$ cat config.mk
export PLATFORM = sky130hd
export DESIGN_NAME = qra_cordic_stage
export DESIGN_NICKNAME = d
export VERILOG_FILES = /design/src/hw/rtl/assert_macros.svh /design/src/hw/rtl/qra_pkg.sv /design/src/hw/rtl/qra_cordic_stage.sv
export SDC_FILE = /design/constraint.sdc
export NUM_CORES = 1
export LEC_CHECK = 0
export BUFFER_PORTS_ARGS = -buffer_cell sky130_fd_sc_hd__clkbuf_2
export CORE_ASPECT_RATIO = 0.9
export CORE_MARGIN = 2
export CORE_UTILIZATION = 30
export DETAILED_ROUTE_END_ITERATION = 10
export PLACE_DENSITY = 0.45
export SLEW_MARGIN = 25
export SYNTH_ARGS = -nofsm -noshare
export SYNTH_HDL_FRONTEND = slang
export SYNTH_SLANG_ARGS = --single-unit
$ cat constraint.sdc
create_clock -name clock -period 8.45 [get_ports clock]
set_input_delay 0.4225 -clock clock [delete_from_list [all_inputs] [get_ports clock]]
set_output_delay 0.4225 -clock clock [all_outputs]
set_load 0.03 [all_outputs]
$ cat src/hw/rtl/assert_macros.svh
// Assertion macros used by quaternion_to_roll_angle.sv, clocked on clock and disabled in reset.
`ifndef ASSERT_MACROS_SVH
`define ASSERT_MACROS_SVH

`ifndef ASSERT_OFF

`define ASSERT_IMPL(lbl, ante, cons, msg) \
   lbl: assert property (@(posedge clock) disable iff (reset) (ante) |-> (cons)) \
      else $error(msg);

`define ASSERT_NEXT(lbl, ante, cons, msg) \
   lbl: assert property (@(posedge clock) disable iff (reset) (ante) |=> (cons)) \
      else $error(msg);

`else

`define ASSERT_IMPL(lbl, ante, cons, msg)

`define ASSERT_NEXT(lbl, ante, cons, msg)

`endif

`endif

$ cat src/hw/rtl/qra_pkg.sv
// Types and constants of the quaternion roll angle pipeline.
`default_nettype none

package qra_pkg;

   localparam int VEC_W    = 36;
   localparam int ACC_W    = 32;
   localparam int ATAN_LEN = 24;

   typedef logic [ACC_W-1:0] angle_type;

   localparam angle_type QUARTER_TURN = 32'h4000_0000;
   localparam angle_type ROUND_HALF   = 32'h0000_8000;

   localparam angle_type ATAN_TAB [ATAN_LEN] = '{
      32'h2000_0000, 32'h12E4_051E, 32'h09FB_385B, 32'h0511_11D4,
      32'h028B_0D43, 32'h0145_D7E1, 32'h00A2_F61E, 32'h0051_7C55,
      32'h0028_BE53, 32'h0014_5F2F, 32'h000A_2F98, 32'h0005_17CC,
      32'h0002_8BE6, 32'h0001_45F3, 32'h0000_A2FA, 32'h0000_517D,
      32'h0000_28BE, 32'h0000_145F, 32'h0000_0A30, 32'h0000_0518,
      32'h0000_028C, 32'h0000_0146, 32'h0000_00A3, 32'h0000_0051
   };

   typedef struct packed {
      logic                    zero;
      logic signed [VEC_W-1:0] x;
      logic signed [VEC_W-1:0] y;
      angle_type               acc;
   } cordic_vec_type;

endpackage

`default_nettype wire

$ cat src/hw/rtl/qra_cordic_stage.sv
// One registered vectoring micro-rotation of the CORDIC pipeline.
`default_nettype none

module qra_cordic_stage #(
   parameter int STAGE = 0
) (
   input  wire                     clock,
   input  wire                     reset,
   input  wire                     load,
   input  wire                     in_vld,
   input  qra_pkg::cordic_vec_type in_vec,
   output logic                    out_vld,
   output qra_pkg::cordic_vec_type out_vec
);
   import qra_pkg::*;

   localparam angle_type ANGLE = ATAN_TAB[STAGE];

   logic                    vld_ff;
   cordic_vec_type          vec_ff;
   cordic_vec_type          vec_in;
   logic signed [VEC_W-1:0] x_cur;
   logic signed [VEC_W-1:0] y_cur;
   logic signed [VEC_W-1:0] x_sh;
   logic signed [VEC_W-1:0] y_sh;

   always_comb begin
      x_cur       = in_vec.x;
      y_cur       = in_vec.y;
      x_sh        = x_cur >>> STAGE;
      y_sh        = y_cur >>> STAGE;
      vec_in      = in_vec;
      if (y_cur > 0) begin
         vec_in.x   = x_cur + y_sh;
         vec_in.y   = y_cur - x_sh;
         vec_in.acc = in_vec.acc + ANGLE;
      end else begin
         vec_in.x   = x_cur - y_sh;
         vec_in.y   = y_cur + x_sh;
         vec_in.acc = in_vec.acc - ANGLE;
      end
   end

   always_ff @(posedge clock) begin
      if (reset) begin
         vld_ff <= 1'b0;
      end else if (load) begin
         vld_ff <= in_vld;
      end
   end

   always_ff @(posedge clock) begin
      if (load) begin
         vec_ff <= vec_in;
      end
   end

   assign out_vld = vld_ff;
   assign out_vec = vec_ff;

endmodule

`default_nettype wire

==> metrics.md <==
| Metric | Value |
|---|---|
| Initial Util | 30.4% |
| Post-CTS Repair Setup Buffers | 0 |
| Synth area leader | edfxtp_1 |
| CTS tree | built |
| Crit path time final | 3.76 ns |
| Initial DRC Count | 743 |
| Final setup skew | 0 ns |
| Die H | 175 um |
| Layout Nets | 1505 |
| GRT Residual Overflow | 0 |
| Maximum clock rate | 266 MHz |
| Flops & latches, synth | 105 |
| Max rail drop VDD | 0.162 mV |
| CP required | 8.57 ns |
| Synth Warn # | 0 |
| Synth area leaders | edfxtp_1, ha_1, a21oi_1 |
| Post-Syn Instances | 1104 |
| I/O pin total | 215 |
| Leak Pwr | 5.00 nW |
| Root Buffer | clkbuf_16 |
| Residual DRC | 0 |
| GRT Resource Usage Total | 20.5% |
| Vias post-DR | 9122 |
| Routed Antenna Nets | 0 |
| Status | finished, final reports clean |
| Register area | 3140 um2 |
| Hpwl dp | 27500 um |
| Critical-path top delay cell | ha_1 |
| Final Wtd Congestion | 0.894 |
| Setup violations, final | 0 |
| Critical Path Most Common Cell | o21ai_0 |
| TritonCTS Sinks | 105 |
| Share of layout cells above drive strength 1 | 20.0% |
| Class of the worst hold path | in2reg |
| CTS max path bufs | 2 |
| Final worst path period share | 44.5% |
| Crit path capture type | flip-flop |
| Most frequent cells in the layout | clkbuf_2, a21oi_1, ha_1 |
| Unrepaired setup endpoints after global routing | no |
| Final setup TNS | 0 ns |
| Routed WL | 35100 um |
| Post-synth EDFFs | 104 |
| # port buffers | 214 |
| Net Count, Synth | 1326 |
| FILL cells | 3380 |
| Final Hold Fails | 0 |
| Post-synth top flop | edfxtp_1 |
| Max-cap violations | 0 |
| Hold buffers post-CTS | 0 |
| Row count | 62 |
| First-pass GRT wire length | 53100 um |
| Max-slew headroom | 40.2% |
| Drt wl/cell | 20.6 um |
| Final Max Slew Viols | 0 |
| Crit path cell chain | clkbuf_2, inv_1, ha_1, nand4_1, or4_1, o2111ai_1, o21ai_0, o21ai_0, a2111o_1, o21ai_0, xnor2_1 |
| Worst Path Max Fanout | 17 |
| Core area | 31900 um2 |
| Area of the multi-input gates | 5930 um2 |
| Sequential area share after synthesis | 32.4% |
| Avg Inst Size Synth | 8.78 um2 |
| Vias in the first global route | 8849 |
| Hold_ws | 0.189 ns |
| Drt pass-1 iters | 5 |
| Die W | 193 um |
| Initial antenna violation count | 1 |
| CTS clk-pin slew, worst paths | 0.08 ns |
| CTS Buf Count | 9 |
| # resized after CTS | 0 |
| Most common cell after layout, fill and taps aside | clkbuf_2 |
| Distinct cells, synth | 75 |
| Syn-to-layout area delta | 17.9% |
| N_diodes | 0 |
| Share of the synthesized area in the top cell type | 32.2% |
| CP Data Arrival Time | 3.88 ns |
| CP max stage delay | 0.66 ns |
| H-tree depth | 3 |
| Post-Synthesis Cell Area | 9690 um2 |
| Die ar. | 33800 um2 |
| Setup CP Type | in2reg |
| P per Cell Area | 172 nW/um2 |
| Post-synth ARST share | 0% |
| CP Launch Type | input pin |
| Vias per cell | 5.35 |
| Clk_lat worst skew | 0.38 ns |
| Pin count of the biggest net entering global routing | 68 |
| Worst-Margin Slew | 0.896 ns |
[stage by stage]
stage / power [W] / utilization, % / setup WS (ns) / instance area [um2] / std cells
2_1_floorplan: 0.00124 / - / 5.50 / 9690 / 1104
3_3_place_gp: 0.00151 / 34.9 / 4.49 / 11100 / 1688
3_5_place_dp: 0.00150 / 34.9 / 4.30 / 11100 / 1688
4_1_cts: 0.00198 / 35.8 / 4.72 / 11400 / 1704
5_1_grt: 0.00207 / 35.8 / 4.50 / 11400 / 1704
6_report: 0.00196 / 35.8 / 4.69 / 11400 / 1704
[flip-flops by register name (all words and copies together) (netlist names)]
name,count
out_vec,104
out_vld,1
[power breakdown]
part	leakage [nW]	internal [W]	switching (W)
clock network	0.153	0.000237	0.000226
logic	3.82	0.000253	0.000551
registers	1.03	0.000672	0.0000222
[layout make-up]
| cell class | count | share of cell area (%) |
|---|---|---|
| Multi-Input combinational cell | 836 | 51.9 |
| Sequential cell | 105 | 27.5 |
| Timing Repair Buffer | 218 | 9.66 |
| Tap cell | 416 | 4.55 |
| Inverter | 113 | 3.71 |
| Clock buffer | 9 | 1.97 |
| Clock inverter | 7 | 0.745 |
[cells by family after synthesis]
group	count (synthesis)	share of synthesized area, %
and+or+nand+nor	281	14.1
muxes	18	1.86
DFF	105	32.4
xor gates and xnor gates	70	6.33
AOI/OAI and AO/OA	354	23.7
adders and majority gates	113	14.9
buffers and inverters	163	6.62
[worst paths after layout]
check	cells past startpoint	endpoint	start	slack, ns
min reg2reg	2	out_vld	out_vld	0.51
min	2	out_vld	reset	0.19
max	11	out_vec[60]	in_vec[48]	4.69
max reg2reg	2	out_vld	out_vld	7.86
[cells in the mapped netlist, drive strengths merged (3+ instances only)]
| library cell | number |
|---|---|
| a21oi | 118 |
| inv | 112 |
| xnor2 | 64 |
| o311ai | 3 |
| clkbuf | 27 |
| a2111oi | 7 |
| nand2b | 11 |
| o31a | 6 |
| nor2b | 13 |
| a211oi | 17 |
| a21boi | 9 |
| buf | 23 |
| a211o | 4 |
| nor2 | 100 |
| nor3 | 23 |
| and2 | 6 |
| o311a | 3 |
| o21bai | 22 |
| or2 | 6 |
| ha | 109 |
| nand3 | 17 |
| o31ai | 12 |
| a22oi | 3 |
| mux2i | 18 |
| fa | 4 |
| o21ai | 71 |
| nand2 | 49 |
| o211ai | 8 |
| o41ai | 6 |
| o21a | 5 |
| nor4 | 22 |
| and4 | 3 |
| a221oi | 3 |
| a21o | 20 |
| edfxtp | 104 |
| xor2 | 6 |
| or4 | 3 |
| a31oi | 6 |
| o2111ai | 5 |
| a31o | 5 |
| nand4 | 10 |
| nor3b | 3 |
| or3 | 7 |
[layer usage]
metal	global-route usage [%]	share of wire [%]
met1	30.6	50
met2	29.9	41
met3	3.47	6.3
met4	6.04	2.0
met5	0	0
[worst max-delay path, delay by kind of cell]
kind | cells | cell delay [ns]
compound gates | 5 | 1.41
xor+xnor | 1 | 0.17
fa+ha+maj | 1 | 0.66
buf+inv | 2 | 0.25
simple gates | 2 | 0.96
Power figures use the tool's default switching activity.
